`src/type_length_string_decoder_macros.svh`:
```
// Assertion macros for the type/length string decoder.
// Included by the RTL files that carry concurrent checks; no other dependencies.
`ifndef TYPE_LENGTH_STRING_DECODER_MACROS_SVH
`define TYPE_LENGTH_STRING_DECODER_MACROS_SVH
`ifndef SYNTHESIS
`define TLSD_ASSERT(label, clk, rst_n, prop) \
	label: assert property (@(posedge clk) disable iff (!rst_n) prop) \
		else $error("tlsd assertion failed");
`define TLSD_ASSERT_NEVER(label, clk, rst_n, prop) \
	label: assert property (@(posedge clk) disable iff (!rst_n) !(prop)) \
		else $error("tlsd forbidden condition seen");
`else
`define TLSD_ASSERT(label, clk, rst_n, prop)
`define TLSD_ASSERT_NEVER(label, clk, rst_n, prop)
`endif
`endif

```
`src/tlsd_pkg.sv`:
```
// Shared types, codes and the BCD-plus character table for the string decoder.
// No dependencies; used by tlsd_step and type_length_string_decoder.
package tlsd_pkg;

	typedef enum logic [1:0] {
		CT_UNICODE  = 2'd0,
		CT_BCD_PLUS = 2'd1,
		CT_ASCII6   = 2'd2,
		CT_ASCII8   = 2'd3
	} code_type_t;

	typedef enum logic [1:0] {
		PH_0 = 2'd0,
		PH_1 = 2'd1,
		PH_2 = 2'd2
	} phase_t;

	localparam logic [7:0] ASCII6_OFFSET = 8'h20;

	typedef struct packed {
		code_type_t  code_type;
		logic [4:0]  chars_left;
		phase_t      bit_phase;
		logic [5:0]  pending_bits;
		logic        field_active;
	} dec_state_t;

	typedef struct packed {
		logic [7:0] char_code;
		logic       char_valid;
		logic       end_of_string;
	} result_t;

	function automatic logic [7:0] bcd_plus_char(input logic [3:0] digit);
		logic [7:0] c;
		unique case (digit)
			4'hA: c = 8'h20;
			4'hB: c = 8'h2D;
			4'hC: c = 8'h2E;
			4'hD: c = 8'h3A;
			4'hE: c = 8'h2C;
			4'hF: c = 8'h5F;
			default: c = {4'h3, digit};
		endcase
		return c;
	endfunction

endpackage

```
`src/type_length_string_decoder.sv`:
```
// Results are registered: a result is offered in the cycle after its input transfer.
// Throughput: one input byte per cycle while each byte yields at most one result and
// m_tready stays high; a byte yielding two results holds off the input while the
// two-entry result register drains through the single output port.
// Reset: asynchronous, active low; clears the field state, empties the result
// register and sets max_chars to 31.
// Top level of the type/length string decoder; depends on tlsd_pkg, tlsd_step
// and type_length_string_decoder_macros.svh.
`include "type_length_string_decoder_macros.svh"
module type_length_string_decoder (
	input  logic       clk,
	input  logic       arst_n,
	input  logic       cfg_we,
	input  logic [4:0] cfg_wdata,
	input  logic       s_tvalid,
	output logic       s_tready,
	input  logic [7:0] s_tdata,   // data_byte
	input  logic       s_tuser,   // first_byte
	input  logic       s_tlast,   // last_byte
	output logic       m_tvalid,
	input  logic       m_tready,
	output logic [7:0] m_tdata,   // char_code
	output logic       m_tuser,   // char_valid
	output logic       m_tlast    // end_of_string
);

	logic [4:0]            max_chars_q;
	tlsd_pkg::dec_state_t  state_q;
	tlsd_pkg::dec_state_t  state_next;
	tlsd_pkg::result_t     res0;
	tlsd_pkg::result_t     res1;
	tlsd_pkg::result_t     slot0_s1;
	tlsd_pkg::result_t     slot1_s1;
	logic [1:0]            num_results;
	logic [1:0]            count_q;
	logic                  in_xfer;
	logic                  out_xfer;

	tlsd_step u_step (
		.data_byte  (s_tdata),
		.first_byte (s_tuser),
		.last_byte  (s_tlast),
		.max_chars  (max_chars_q),
		.state      (state_q),
		.state_next (state_next),
		.num_results(num_results),
		.res0       (res0),
		.res1       (res1)
	);

	assign m_tvalid = (count_q != 2'd0);
	assign out_xfer = m_tvalid && m_tready;
	assign s_tready = (count_q == 2'd0) || (count_q == 2'd1 && m_tready);
	assign in_xfer  = s_tvalid && s_tready;

	assign m_tdata = slot0_s1.char_code;
	assign m_tuser = slot0_s1.char_valid;
	assign m_tlast = slot0_s1.end_of_string;

	always_ff @(posedge clk or negedge arst_n) begin
		if (!arst_n) begin
			max_chars_q <= 5'd31;
			state_q <= '0;
			count_q <= 2'd0;
		end else begin
			if (cfg_we) begin
				max_chars_q <= cfg_wdata;
			end
			if (in_xfer) begin
				state_q <= state_next;
				count_q <= num_results;
			end else if (out_xfer) begin
				count_q <= count_q - 2'd1;
			end
		end
	end

	always_ff @(posedge clk) begin
		if (in_xfer) begin
			slot0_s1 <= res0;
			slot1_s1 <= res1;
		end else if (out_xfer) begin
			slot0_s1 <= slot1_s1;
		end
	end

	`TLSD_ASSERT_NEVER(a_count_range, clk, arst_n, count_q == 2'd3)
	`TLSD_ASSERT(a_ready_room, clk, arst_n, s_tready |-> count_q != 2'd2)
	`TLSD_ASSERT(a_marker_ends, clk, arst_n, (m_tvalid && !m_tuser) |-> (m_tlast && m_tdata == 8'h00))
	`TLSD_ASSERT(a_pair_head, clk, arst_n, (count_q == 2'd2) |-> (m_tuser && !m_tlast))
	`TLSD_ASSERT(a_end_closes, clk, arst_n, (in_xfer && num_results != 2'd0 && ((num_results == 2'd2 && res1.end_of_string) || (num_results == 2'd1 && res0.end_of_string))) |=> !state_q.field_active)

endmodule

```
`src/tlsd_step.sv`:
```
// Combinational decode of one input byte: next field state and up to two results.
// Depends on tlsd_pkg.
module tlsd_step (
	input  logic [7:0]             data_byte,
	input  logic                   first_byte,
	input  logic                   last_byte,
	input  logic [4:0]             max_chars,
	input  tlsd_pkg::dec_state_t   state,
	output tlsd_pkg::dec_state_t   state_next,
	output logic [1:0]             num_results,
	output tlsd_pkg::result_t      res0,
	output tlsd_pkg::result_t      res1
);

	logic [7:0] cand0;
	logic [7:0] cand1;
	logic       want0;
	logic       want1;
	logic       emit0;
	logic       emit1;
	logic [4:0] left1;
	logic [4:0] left2;
	logic [4:0] len;
	logic [4:0] clamped;

	always_comb begin
		cand0 = 8'h00;
		cand1 = 8'h00;
		want0 = 1'b0;
		want1 = 1'b0;
		state_next = state;
		case (state.code_type)
			tlsd_pkg::CT_BCD_PLUS: begin
				cand0 = tlsd_pkg::bcd_plus_char(data_byte[3:0]);
				cand1 = tlsd_pkg::bcd_plus_char(data_byte[7:4]);
				want0 = 1'b1;
				want1 = 1'b1;
			end
			tlsd_pkg::CT_ASCII6: begin
				unique case (state.bit_phase)
					tlsd_pkg::PH_1: begin
						cand0 = {2'b00, data_byte[3:0], state.pending_bits[1:0]}
							+ tlsd_pkg::ASCII6_OFFSET;
						want0 = 1'b1;
						state_next.pending_bits = {2'b00, data_byte[7:4]};
						state_next.bit_phase = tlsd_pkg::PH_2;
					end
					tlsd_pkg::PH_2: begin
						cand0 = {2'b00, data_byte[1:0], state.pending_bits[3:0]}
							+ tlsd_pkg::ASCII6_OFFSET;
						cand1 = {2'b00, data_byte[7:2]} + tlsd_pkg::ASCII6_OFFSET;
						want0 = 1'b1;
						want1 = 1'b1;
						state_next.pending_bits = 6'd0;
						state_next.bit_phase = tlsd_pkg::PH_0;
					end
					default: begin
						cand0 = {2'b00, data_byte[5:0]} + tlsd_pkg::ASCII6_OFFSET;
						want0 = 1'b1;
						state_next.pending_bits = {4'd0, data_byte[7:6]};
						state_next.bit_phase = tlsd_pkg::PH_1;
					end
				endcase
			end
			tlsd_pkg::CT_ASCII8: begin
				cand0 = data_byte;
				want0 = 1'b1;
			end
			default: begin
			end
		endcase

		emit0 = want0 && (state.chars_left != 5'd0);
		left1 = state.chars_left - {4'd0, emit0};
		emit1 = want1 && (left1 != 5'd0);
		left2 = left1 - {4'd0, emit1};
		state_next.chars_left = left2;

		res0 = '{char_code: cand0, char_valid: 1'b1, end_of_string: 1'b0};
		res1 = '{char_code: cand1, char_valid: 1'b1, end_of_string: 1'b0};
		num_results = {1'b0, emit0} + {1'b0, emit1};

		len = data_byte[4:0];
		clamped = (len > max_chars) ? max_chars : len;

		if (first_byte) begin
			state_next.code_type = tlsd_pkg::code_type_t'(data_byte[7:6]);
			state_next.chars_left =
				(data_byte[7:6] == tlsd_pkg::CT_UNICODE) ? 5'd0 : clamped;
			state_next.bit_phase = tlsd_pkg::PH_0;
			state_next.pending_bits = 6'd0;
			state_next.field_active = 1'b1;
			num_results = 2'd0;
			if (state_next.chars_left == 5'd0 || last_byte) begin
				res0 = '{char_code: 8'h00, char_valid: 1'b0, end_of_string: 1'b1};
				num_results = 2'd1;
				state_next.field_active = 1'b0;
			end
		end else if (!state.field_active) begin
			state_next = state;
			num_results = 2'd0;
		end else if (left2 == 5'd0 || last_byte) begin
			state_next.field_active = 1'b0;
			if (emit1) begin
				res1.end_of_string = 1'b1;
			end else if (emit0) begin
				res0.end_of_string = 1'b1;
			end else begin
				res0 = '{char_code: 8'h00, char_valid: 1'b0, end_of_string: 1'b1};
				num_results = 2'd1;
			end
		end
	end

endmodule
```
`config.mk`:
```
export PLATFORM = sky130hd
export DESIGN_NAME = type_length_string_decoder
export DESIGN_NICKNAME = d
export VERILOG_FILES = /design/src/tlsd_pkg.sv /design/src/type_length_string_decoder.sv /design/src/tlsd_step.sv
export VERILOG_INCLUDE_DIRS = /design/src /design/src/src
export SDC_FILE = /design/constraint.sdc
export NUM_CORES = 1
export LEC_CHECK = 0
export BUFFER_PORTS_ARGS = -buffer_cell sky130_fd_sc_hd__buf_2
export CELL_PAD_IN_SITES_DETAIL_PLACEMENT = 0
export CELL_PAD_IN_SITES_GLOBAL_PLACEMENT = 1
export CORE_ASPECT_RATIO = 1.5
export CORE_MARGIN = 8
export CORE_UTILIZATION = 45
export DETAILED_ROUTE_END_ITERATION = 12
export PLACE_DENSITY_LB_ADDON = 0.3
export SLEW_MARGIN = 30
export SYNTH_ARGS = -nofsm -noshare
export SYNTH_HDL_FRONTEND = slang
export SYNTH_SLANG_ARGS = --single-unit
```
`constraint.sdc`:
```
create_clock -name clk -period 5.4 [get_ports clk]
set_input_delay 1.08 -clock clk [delete_from_list [all_inputs] [get_ports clk]]
set_output_delay 1.08 -clock clk [all_outputs]
set_load 0.05 [all_outputs]
```
==> qor_table.md, run 1 <==
| Parameter | Value | Unit |
|---|---|---|
| Net Sw Power | 0.000793 | W |
| Post-synth EDFFs | 18 | - |
| Number of top-level pins | 32 | - |
| Area of the placeable core | 6400 | sq um |
| Port Buffer Count | 31 | - |
| Maximum root-to-sink buffer count | 2 | - |
| Number of CTS-inserted buffers | 5 | - |
| Post-route DRC violation count | 0 | - |
| Routability Congestion | 0.886 | - |
| Startpoint Class | flip-flop | - |
| Layout-stage area growth over the synthesis result | 9.50 | % |
| Placement-stage cell area | 3050 | sq um |
| Fill cell total of the finished layout | 645 | - |
| Net switching fraction of the power | 45.5 | % |
| Cell accounting for the most synthesized area | sky130_fd_sc_hd__edfxtp_1 | - |
| Height of the die | 115 | um |
| Layout cells sized above 1 | 19.6 | % |
| Number of sinks on the clock net | 39 | - |
| Leakage power | 1.35 | nW |
| Total routing resource utilization after global routing | 16.2 | % |
| Number of setup violations in the final report | 0 | - |
| Top cells by instance count after synthesis | sky130_fd_sc_hd__nand2_1 (43), sky130_fd_sc_hd__inv_1 (31), sky130_fd_sc_hd__ha_1 (21), sky130_fd_sc_hd__o21ai_0 (21), sky130_fd_sc_hd__nor2_1 (19) | - |
| Via count | 2371 | - |
| Slew at the pin with the worst max-slew slack | 772 | ps |
| Final hold violation count | 0 | - |
| Die Outline Area | 9350 | sq um |
| Via/cell ratio | 5.75 | - |
| Number of nets with antenna violations after routing | 0 | - |
| Class of the worst hold path | reg2reg | - |
| Netlist area before placement | 2910 | sq um |
| Worst reg2reg path startpoint | state_q[14]$_DFFE_PN0P_ | - |
| Cell-internal power | 0.000952 | W |
| Count of placed standard cells including taps | 404 | - |
| Clk pin slew, worst setup/hold paths | 80 | ps |
| Mean instance size in the synthesized netlist | 9.21 | sq um |
| Top achievable clock speed | 215 | MHz |
| H-tree depth reported by CTS | 2 | - |
| Clock period minus worst slack | 4640 | ps |
| Worst endpoint data arrival time | 4660 | ps |
| Clock insertion delay at the later pin of the skew report | 300 | ps |
| Count of warnings emitted by yosys | 0 | - |
| Peak supply drop | 0.254 | mV |
| Floorplan row count | 36 | - |
| Worst reg2reg path depth | 19 | - |
| Met2 wirelength from detailed routing | 3930 | um |
| Top layer used by detailed routing | met4 | - |
| Floorplan die width | 81.7 | um |
| Final worst path period share | 86.0 | % |
| Final Cell Area | 3190 | sq um |
| Fraction of synthesized cell area taken by the top area cell type | 18.6 | % |
| Number of max-slew violations in the final report | 0 | - |
| Relative contribution of combinational cells to total power | 55.7 | % |
| Reg2Reg Capture Point | m_tdata[5]$_DFFE_PP_ | - |
| Worst Path Required | 5420 | ps |
| Worst setup skew after layout | 5.55 | ps |
| PD cells | 547 | nW/um^2 |
| Root buffer cell | sky130_fd_sc_hd__clkbuf_8 | - |
| Number of buffers added to fix hold violations after cts | 0 | - |
| Sequential element share of the synthesized area | 36.8 | % |
| Routed length per instance | 17.2 | um |
| Flop2flop setup slack | 760 | ps |
| Hold Path End | state_q[1]$_DFFE_PN0P_ | - |
| HPWL after DPL | 5470 | um |
| Worst hold margin | 519 | ps |
| Hold Path Cell Cnt | 1 | - |
| Critical hold path startpoint | state_q[1]$_DFFE_PN0P_ | - |
| Gate Count Post-Synth | 316 | - |
| Nature of the critical path endpoint | flip-flop | - |
| First-iteration detailed-routing DRC count | 142 | - |
| Most numerous cell in the Yosys netlist | sky130_fd_sc_hd__nand2_1 | - |
| Final net count | 376 | - |
| Remaining global-route overflow | 0 | - |
| Clock tree from TritonCTS | done | - |
| Worst slew margin relative to its limit | 48.4 | % |
| Antenna violations before repair | 0 | - |
| Buffer count from post-CTS setup fixing | 0 | - |
| Setup TNS | 0 | ps |
| Crit Path Category | reg2reg | - |
| Initial core utilization | 45.5 | % |
| Synth Net Count | 357 | - |
| Total routed wirelength | 7090 | um |
| Flip-flop and latch count after synthesis | 39 | - |
| Area contributors post-synth | sky130_fd_sc_hd__edfxtp_1 (19%), sky130_fd_sc_hd__dfrtp_1 (14%), sky130_fd_sc_hd__ha_1 (9.0%) | - |
| Crit path max fanout | 8 | - |
| Sequential group share of total power | 27.3 | % |
| Max Cap Viol | 0 | - |
| Via count of the first global-routing pass | 2370 | - |
| Met1 layer wirelength in the final routing | 2860 | um |
| Unrepaired setup endpoints after global routing | no | - |
| Primary flip-flop cell chosen by synthesis mapping | sky130_fd_sc_hd__edfxtp_1 | - |
| Final std cells w/o fill | 412 | - |
| Unique masters post-synth | 64 | - |
| First-pass DRT Iterations | 4 | - |
| Share of total power in the clock network | 16.9 | % |
| Final core utilization | 49.8 | % |
| Maximum number of pins on one net before global-route repair | 26 | - |
| Wire length of the first global-routing pass | 11800 | um |
| Fraction of registers with async set or reset after synthesis | 53.8 | % |
| Run status | completed | - |
| Antenna Diode Count | 0 | - |
| Met3 wire length | 233 | um |
| Post-CTS Resized | 0 | - |
-- how the worst max path moves through the flow --
stage / from / endpoint / slack, ps
after global placement: state_q[11]$_DFFE_PN0P_ / m_tdata[4]$_DFFE_PP_ / 940
after CTS: state_q[14]$_DFFE_PN0P_ / m_tdata[5]$_DFFE_PP_ / 770
after global routing: state_q[14]$_DFFE_PN0P_ / m_tdata[5]$_DFFE_PP_ / 430
after detailed placement: state_q[14]$_DFFE_PN0P_ / m_tdata[5]$_DFFE_PP_ / 780
after floorplan: state_q[11]$_DFFE_PN0P_ / m_tdata[0]$_DFFE_PP_ / 1410
final: state_q[14]$_DFFE_PN0P_ / m_tdata[5]$_DFFE_PP_ / 760
-- routing by layer --
| layer | vias up | GRT usage (%) |
|---|---|---|
| li1 | 1178 | - |
| met1 | 1150 | 18.1 |
| met2 | 38 | 30.5 |
| met3 | 5 | 2.04 |
| met4 | 0 | 3.88 |
| met5 | - | 0 |
-- per-stage QoR --
step,power [W],setup WS [ps]
2_1_floorplan,0.00127,1410
3_3_place_gp,0.00146,943
3_5_place_dp,0.00146,778
4_1_cts,0.00176,766
5_1_grt,0.00188,430
6_report,0.00175,756
-- logic make-up after synthesis --
group / Yosys count / synth area share (%)
AO/OA/AOI/OAI: 98 / 26.2
XOR/XNOR: 4 / 1.46
adder cells (fa/ha/maj): 21 / 9.02
buffers and inverters: 50 / 7.78
flip-flops: 39 / 36.8
multiplexers: 8 / 2.92
AND/OR/NAND/NOR: 96 / 15.8
-- power groups by stage --
stage / Clock (W) / Combinational [W] / Sequential, W
detailed placement: 0 / 0.000977 / 0.000485
global route: 0.000312 / 0.00107 / 0.000490
global placement: 0 / 0.000978 / 0.000481
CTS: 0.000301 / 0.000981 / 0.000479
floorplan: 0 / 0.000731 / 0.000541
finish: 0.000296 / 0.000972 / 0.000477
-- state kept, by name, summed over array words and instances, names as in the netlist --
name	flops
count_q	2
m_tdata	8
m_tlast	1
m_tuser	1
max_chars_q	5
slot1_s1	8
state_q	14
-- area by class of cell --
type	count	area, sq um	share of cell area [%]
multi-input combinational	227	1610	50.6
clock inverter	3	67.6	2.12
sequential	39	1070	33.6
clock buffer	5	68.8	2.16
timing repair buffer	31	155	4.87
tap	76	95.1	2.98
inverter	31	116	3.65
-- cells in the final DEF, fill, tap and decap left out, types with 2 or more instances in the layout --
cell / instances
sky130_fd_sc_hd__buf_2: 31
sky130_fd_sc_hd__and3_1: 2
sky130_fd_sc_hd__nand4_1: 2
sky130_fd_sc_hd__a32o_1: 2
sky130_fd_sc_hd__a22oi_1: 7
sky130_fd_sc_hd__a22o_1: 6
sky130_fd_sc_hd__xnor2_1: 3
sky130_fd_sc_hd__o21ai_0: 21
sky130_fd_sc_hd__dfstp_2: 5
sky130_fd_sc_hd__bufinv_16: 2
sky130_fd_sc_hd__mux2i_1: 4
sky130_fd_sc_hd__o31ai_1: 7
sky130_fd_sc_hd__nand2b_1: 3
sky130_fd_sc_hd__ha_1: 21
sky130_fd_sc_hd__dfrtp_1: 16
sky130_fd_sc_hd__edfxtp_1: 18
sky130_fd_sc_hd__nand2_1: 43
sky130_fd_sc_hd__clkbuf_8: 5
sky130_fd_sc_hd__o22ai_1: 7
sky130_fd_sc_hd__inv_1: 31
sky130_fd_sc_hd__a21oi_1: 16
sky130_fd_sc_hd__o32a_1: 3
sky130_fd_sc_hd__a21o_1: 2
sky130_fd_sc_hd__o21a_1: 2
sky130_fd_sc_hd__nand3_1: 6
sky130_fd_sc_hd__mux2_2: 4
sky130_fd_sc_hd__nor3_1: 6
sky130_fd_sc_hd__a21boi_0: 3
sky130_fd_sc_hd__nor2b_1: 5
sky130_fd_sc_hd__nor2_1: 19
-- worst max-delay path, cell delays in order, from the launching register on --
cell and delay, ps:
sky130_fd_sc_hd__dfrtp_1 400, sky130_fd_sc_hd__inv_1 100, sky130_fd_sc_hd__ha_1 210, sky130_fd_sc_hd__a21o_1 190, sky130_fd_sc_hd__inv_1 100, sky130_fd_sc_hd__ha_1 170, sky130_fd_sc_hd__nor2b_1 510, sky130_fd_sc_hd__o21ai_0 190
sky130_fd_sc_hd__a22o_1 260, sky130_fd_sc_hd__a41o_1 280, sky130_fd_sc_hd__inv_1 140, sky130_fd_sc_hd__ha_1 260, sky130_fd_sc_hd__ha_1 300, sky130_fd_sc_hd__nand2b_1 100, sky130_fd_sc_hd__o221ai_2 180, sky130_fd_sc_hd__xnor2_1 160
sky130_fd_sc_hd__o2bb2ai_2 150, sky130_fd_sc_hd__a41oi_4 200, sky130_fd_sc_hd__o211ai_4 340, sky130_fd_sc_hd__o31ai_1 140
Note: power is estimated with default switching activity, not from simulation.
==> run 2: changes to the inputs <==
--- a/config.mk
+++ b/config.mk
@@ -11,10 +11,11 @@
 export CELL_PAD_IN_SITES_GLOBAL_PLACEMENT = 1
 export CORE_ASPECT_RATIO = 1.5
 export CORE_MARGIN = 8
-export CORE_UTILIZATION = 45
+export CORE_UTILIZATION = 47
 export DETAILED_ROUTE_END_ITERATION = 12
 export PLACE_DENSITY_LB_ADDON = 0.3
 export SLEW_MARGIN = 30
 export SYNTH_ARGS = -nofsm -noshare
 export SYNTH_HDL_FRONTEND = slang
+export SYNTH_HIERARCHICAL = 1
 export SYNTH_SLANG_ARGS = --single-unit
==> constraint.sdc (replaced) <==
create_clock -name clk -period 5.4 [get_ports clk]
set_input_delay 0.27 -clock clk [delete_from_list [all_inputs] [get_ports clk]]
set_output_delay 0.27 -clock clk [all_outputs]
set_load 0.05 [all_outputs]
==> run 2 against run 1 <==
  * Design area rose by 6.4%
  * Non-clock buffer count rose by 1
  * Area after synthesis rose by 8.9%
  * Register-to-register slack improved by 220 ps
  * Worst setup slack improved by 220 ps
  * Hold slack got worse by 320 ps
  * Via count rose by 0.34%
  * Fmax rose by 4.9%
  * Final cell count rose by 0.73%
  * Clock skew rose by 1.5 ps
  * Largest power group unchanged
  * Highest routed layer unchanged
==> qor_table.md, run 2 <==
| Parameter | Value | Unit | Change |
|---|---|---|---|
| Slew at the pin with the worst max-slew slack | 751 | ps | -21.3 ps |
| HPWL after DPL | 5110 | um | -6.6% |
| Commonest non-fill, non-tap cells in the layout | sky130_fd_sc_hd__buf_2 (31), sky130_fd_sc_hd__nand2_1 (29), sky130_fd_sc_hd__inv_1 (25), sky130_fd_sc_hd__mux2_2 (25), sky130_fd_sc_hd__ha_1 (22) | - |  |
| Number of CTS-inserted buffers | 5 | - | unchanged |
| Cell count along the critical path | 17 | - | -2 |
| Port Buffer Count | 31 | - | unchanged |
| Post-CTS Resized | 0 | - | unchanged |
| Most frequent standard cell in the layout excluding fill and tap cells | sky130_fd_sc_hd__buf_2 | - |  |
| Top achievable clock speed | 226 | MHz | +4.9% |
| Worst setup skew after layout | 7.08 | ps | +1.53 ps |
| Flip-flop count of the largest register, all copies and words added | 14 | - | unchanged |
| Mean instance size in the synthesized netlist | 9.91 | sq um | +7.5% |
| Crit path max fanout | 8 | - | unchanged |
| Capture point of the worst path | m_tdata[3]$_DFFE_PP_ | - |  |
| Flop2flop setup slack | 970 | ps | +220 ps |
| Setup TNS | 0 | ps | unchanged |
| Final net count | 380 | - | +1.1% |
| Netlist area before placement | 3170 | sq um | +8.9% |
| Number of nets with antenna violations after routing | 0 | - | unchanged |
| Leakage power | 1.50 | nW | +11% |
| Startpoint Class | flip-flop | - |  |
| Crit-path leading delay family | compound AO/OA/AOI/OAI gates | - |  |
| Total routing resource utilization after global routing | 14.3 | % | -1.8 points |
| Die Outline Area | 9680 | sq um | +3.5% |
| Most flop-heavy register | state_q | - |  |
| Max Cap Viol | 0 | - | unchanged |
| Run status | completed | - |  |
| Clock insertion delay at the later pin of the skew report | 300 | ps | about the same |
| Routed length per instance | 16.5 | um | -4.2% |
| First-pass DRT Iterations | 5 | - | +1 |
| Worst reg2reg path startpoint | state_q[14]$_DFFE_PN0P_ | - |  |
| Gate Count Post-Synth | 320 | - | +1.3% |
| Final worst path period share | 82.0 | % | -4.0 points |
| Highest cell delay on the worst timing path | 410 | ps | -100 ps |
| CP cell instances | inv_1 -> ha_1 -> a21oi_1 -> ha_1 -> ha_1 -> nand2_1 -> xor2_1 -> a31oi_1 -> ha_1 -> ha_1 -> xor2_1 -> xnor2_1 -> nand4b_1 -> o21bai_2 -> a41o_2 -> nor3_2 -> mux2_4 | - |  |
| Max stage delay cell, worst path | sky130_fd_sc_hd__a31oi_1 | - |  |
| Worst reg2reg path depth | 17 | - | -2 |
| Worst endpoint data arrival time | 4490 | ps | -170 ps |
| Maximum root-to-sink buffer count | 2 | - | unchanged |
| Floorplan die width | 83.1 | um | +1.7% |
| Via count | 2379 | - | +0.34% |
| Class of the worst hold path | in2reg | - |  |
| Critical Path Source | state_q[14]$_DFFE_PN0P_ | - |  |
| Initial core utilization | 48.5 | % | +3.0 points |
| Post-route DRC violation count | 0 | - | unchanged |
| Most repeated library cell on the critical path | sky130_fd_sc_hd__ha_1 | - |  |
| Remaining global-route overflow | 0 | - | unchanged |
| Worst Path Required | 5460 | ps | +40 ps |
| Number of buffer and inverter instances along the worst setup path | 1 | - | -2 |
| Wire length of the first global-routing pass | 11600 | um | -2.3% |
| Root buffer cell | sky130_fd_sc_hd__clkbuf_8 | - |  |
| Number of setup violations in the final report | 0 | - | unchanged |
| Number of top-level pins | 32 | - | unchanged |
| Via count of the first global-routing pass | 2442 | - | +3.0% |
| Clk pin slew, worst setup/hold paths | 90 | ps | about the same |
| Total routed wirelength | 6840 | um | -3.5% |
| Layout cells sized above 1 | 29.5 | % | +9.9 points |
| Buffer count from post-CTS setup fixing | 0 | - | unchanged |
| H-tree depth reported by CTS | 2 | - | unchanged |
| Height of the die | 117 | um | +1.8% |
| Total power | 0.00175 | W | about the same |
| Number of sinks on the clock net | 41 | - | +5.1% |
| Floorplan row count | 36 | - | unchanged |
| Clock period minus worst slack | 4430 | ps | -216 ps |
| Maximum number of pins on one net before global-route repair | 28 | - | +7.7% |
| Antenna violations before repair | 0 | - | unchanged |
| Reg2Reg Capture Point | m_tdata[3]$_DFFE_PP_ | - |  |
| Peak supply drop | 0.192 | mV | -24% |
| Nature of the critical path endpoint | flip-flop | - |  |
| Fill cell total of the finished layout | 595 | - | -7.8% |
| Routability Congestion | 0.869 | - | -1.9% |
| Unrepaired setup endpoints after global routing | no | - |  |
| PD cells | 515 | nW/um^2 | -5.9% |
| Number of max-slew violations in the final report | 0 | - | unchanged |
| Antenna Diode Count | 0 | - | unchanged |
| Worst slew margin relative to its limit | 49.8 | % | +1.4 points |
| Via/cell ratio | 5.73 | - | -0.39% |
| Final hold violation count | 0 | - | unchanged |
| Area of the placeable core | 6530 | sq um | +2.1% |
| Crit Path Category | reg2reg | - |  |
| Synth Net Count | 362 | - | +1.4% |
| First-iteration detailed-routing DRC count | 121 | - | -15% |
| Layout-stage area growth over the synthesis result | 6.98 | % |  |
| Count of warnings emitted by yosys | 6 | - | +6 |
| Number of buffers added to fix hold violations after cts | 1 | - | +1 |
| Clock tree from TritonCTS | done | - |  |
==> run 2: cell count changes in the layout (fill, tap and decap cells not counted), sizes merged, moves of 7 or more <==
cell	before	now
nand2	43	30
mux2	4	33
o31ai	7	0
nor3	7	15
==> run 2: power by group <==
group	internal [W]	leakage [nW]	switching, W	total, W
Clock	0.0000893	0.0439	0.000113	0.000202
Combinational	0.000405	0.999	0.000615	0.00102
Sequential	0.000450	0.453	0.0000746	0.000525
Total	0.000944	1.50	0.000802	0.00175
==> run 2: worst min path at each step <==
stage                  from                    endpoint  slack [ps]  cells after the start
6_report       cfg_wdata[3]  max_chars_q[3]$_DFFE_PN1P_         200                      2
5_1_grt        cfg_wdata[3]  max_chars_q[3]$_DFFE_PN1P_         190                      2
4_1_cts        cfg_wdata[3]  max_chars_q[3]$_DFFE_PN1P_         190                      2
3_5_place_dp         arst_n      count_q[1]$_DFFE_PN0P_         270                      1
3_3_place_gp         arst_n      count_q[1]$_DFFE_PN0P_         270                      1
2_1_floorplan        arst_n      count_q[0]$_DFFE_PN0P_         -30                      0
==> run 2: final cells by class <==
type,instances,area [sq um],area share [%]
Clock inverter,3,17.5,0.516
Clock buffer,5,68.8,2.03
Timing Repair Buffer,32,165,4.87
Inverter,26,97.6,2.88
Tap cell,76,95.1,2.80
Multi-Input combinational cell,232,1820,53.5
Sequential cell,41,1130,33.4
==> run 2: worst reg2reg max path, cell delays in order, from the launching register on <==
cell	delay, ps
sky130_fd_sc_hd__dfrtp_1	400
sky130_fd_sc_hd__inv_1	100
sky130_fd_sc_hd__ha_1	210
sky130_fd_sc_hd__a21oi_1	280
sky130_fd_sc_hd__ha_1	260
sky130_fd_sc_hd__ha_1	290
sky130_fd_sc_hd__nand2_1	100
sky130_fd_sc_hd__xor2_1	170
sky130_fd_sc_hd__a31oi_1	410
sky130_fd_sc_hd__ha_1	260
sky130_fd_sc_hd__ha_1	200
sky130_fd_sc_hd__xor2_1	250
sky130_fd_sc_hd__xnor2_1	150
sky130_fd_sc_hd__nand4b_1	140
sky130_fd_sc_hd__o21bai_2	240
sky130_fd_sc_hd__a41o_2	370
sky130_fd_sc_hd__nor3_2	80
sky130_fd_sc_hd__mux2_4	260
==> run 2: per-layer routing <==
layer	global-route usage (%)	wire [um]
met1	15.3	2860
met2	26.7	3530
met3	3.14	349
met4	5.53	96
met5	0	0
==> run 2: metrics by stage <==
stage                     utilization [%]  hold WS (ps)  instances  area, sq um  worst slack (ps)
after floorplan                         -         -25.6        320         3170              1520
after global placement               50.5           265        406         3300              1170
after detailed placement             50.5           272        406         3300              1040
after CTS                            51.9           191        415         3390              1010
after global routing                 51.9           187        415         3390               724
final                                51.9           196        415         3390               972
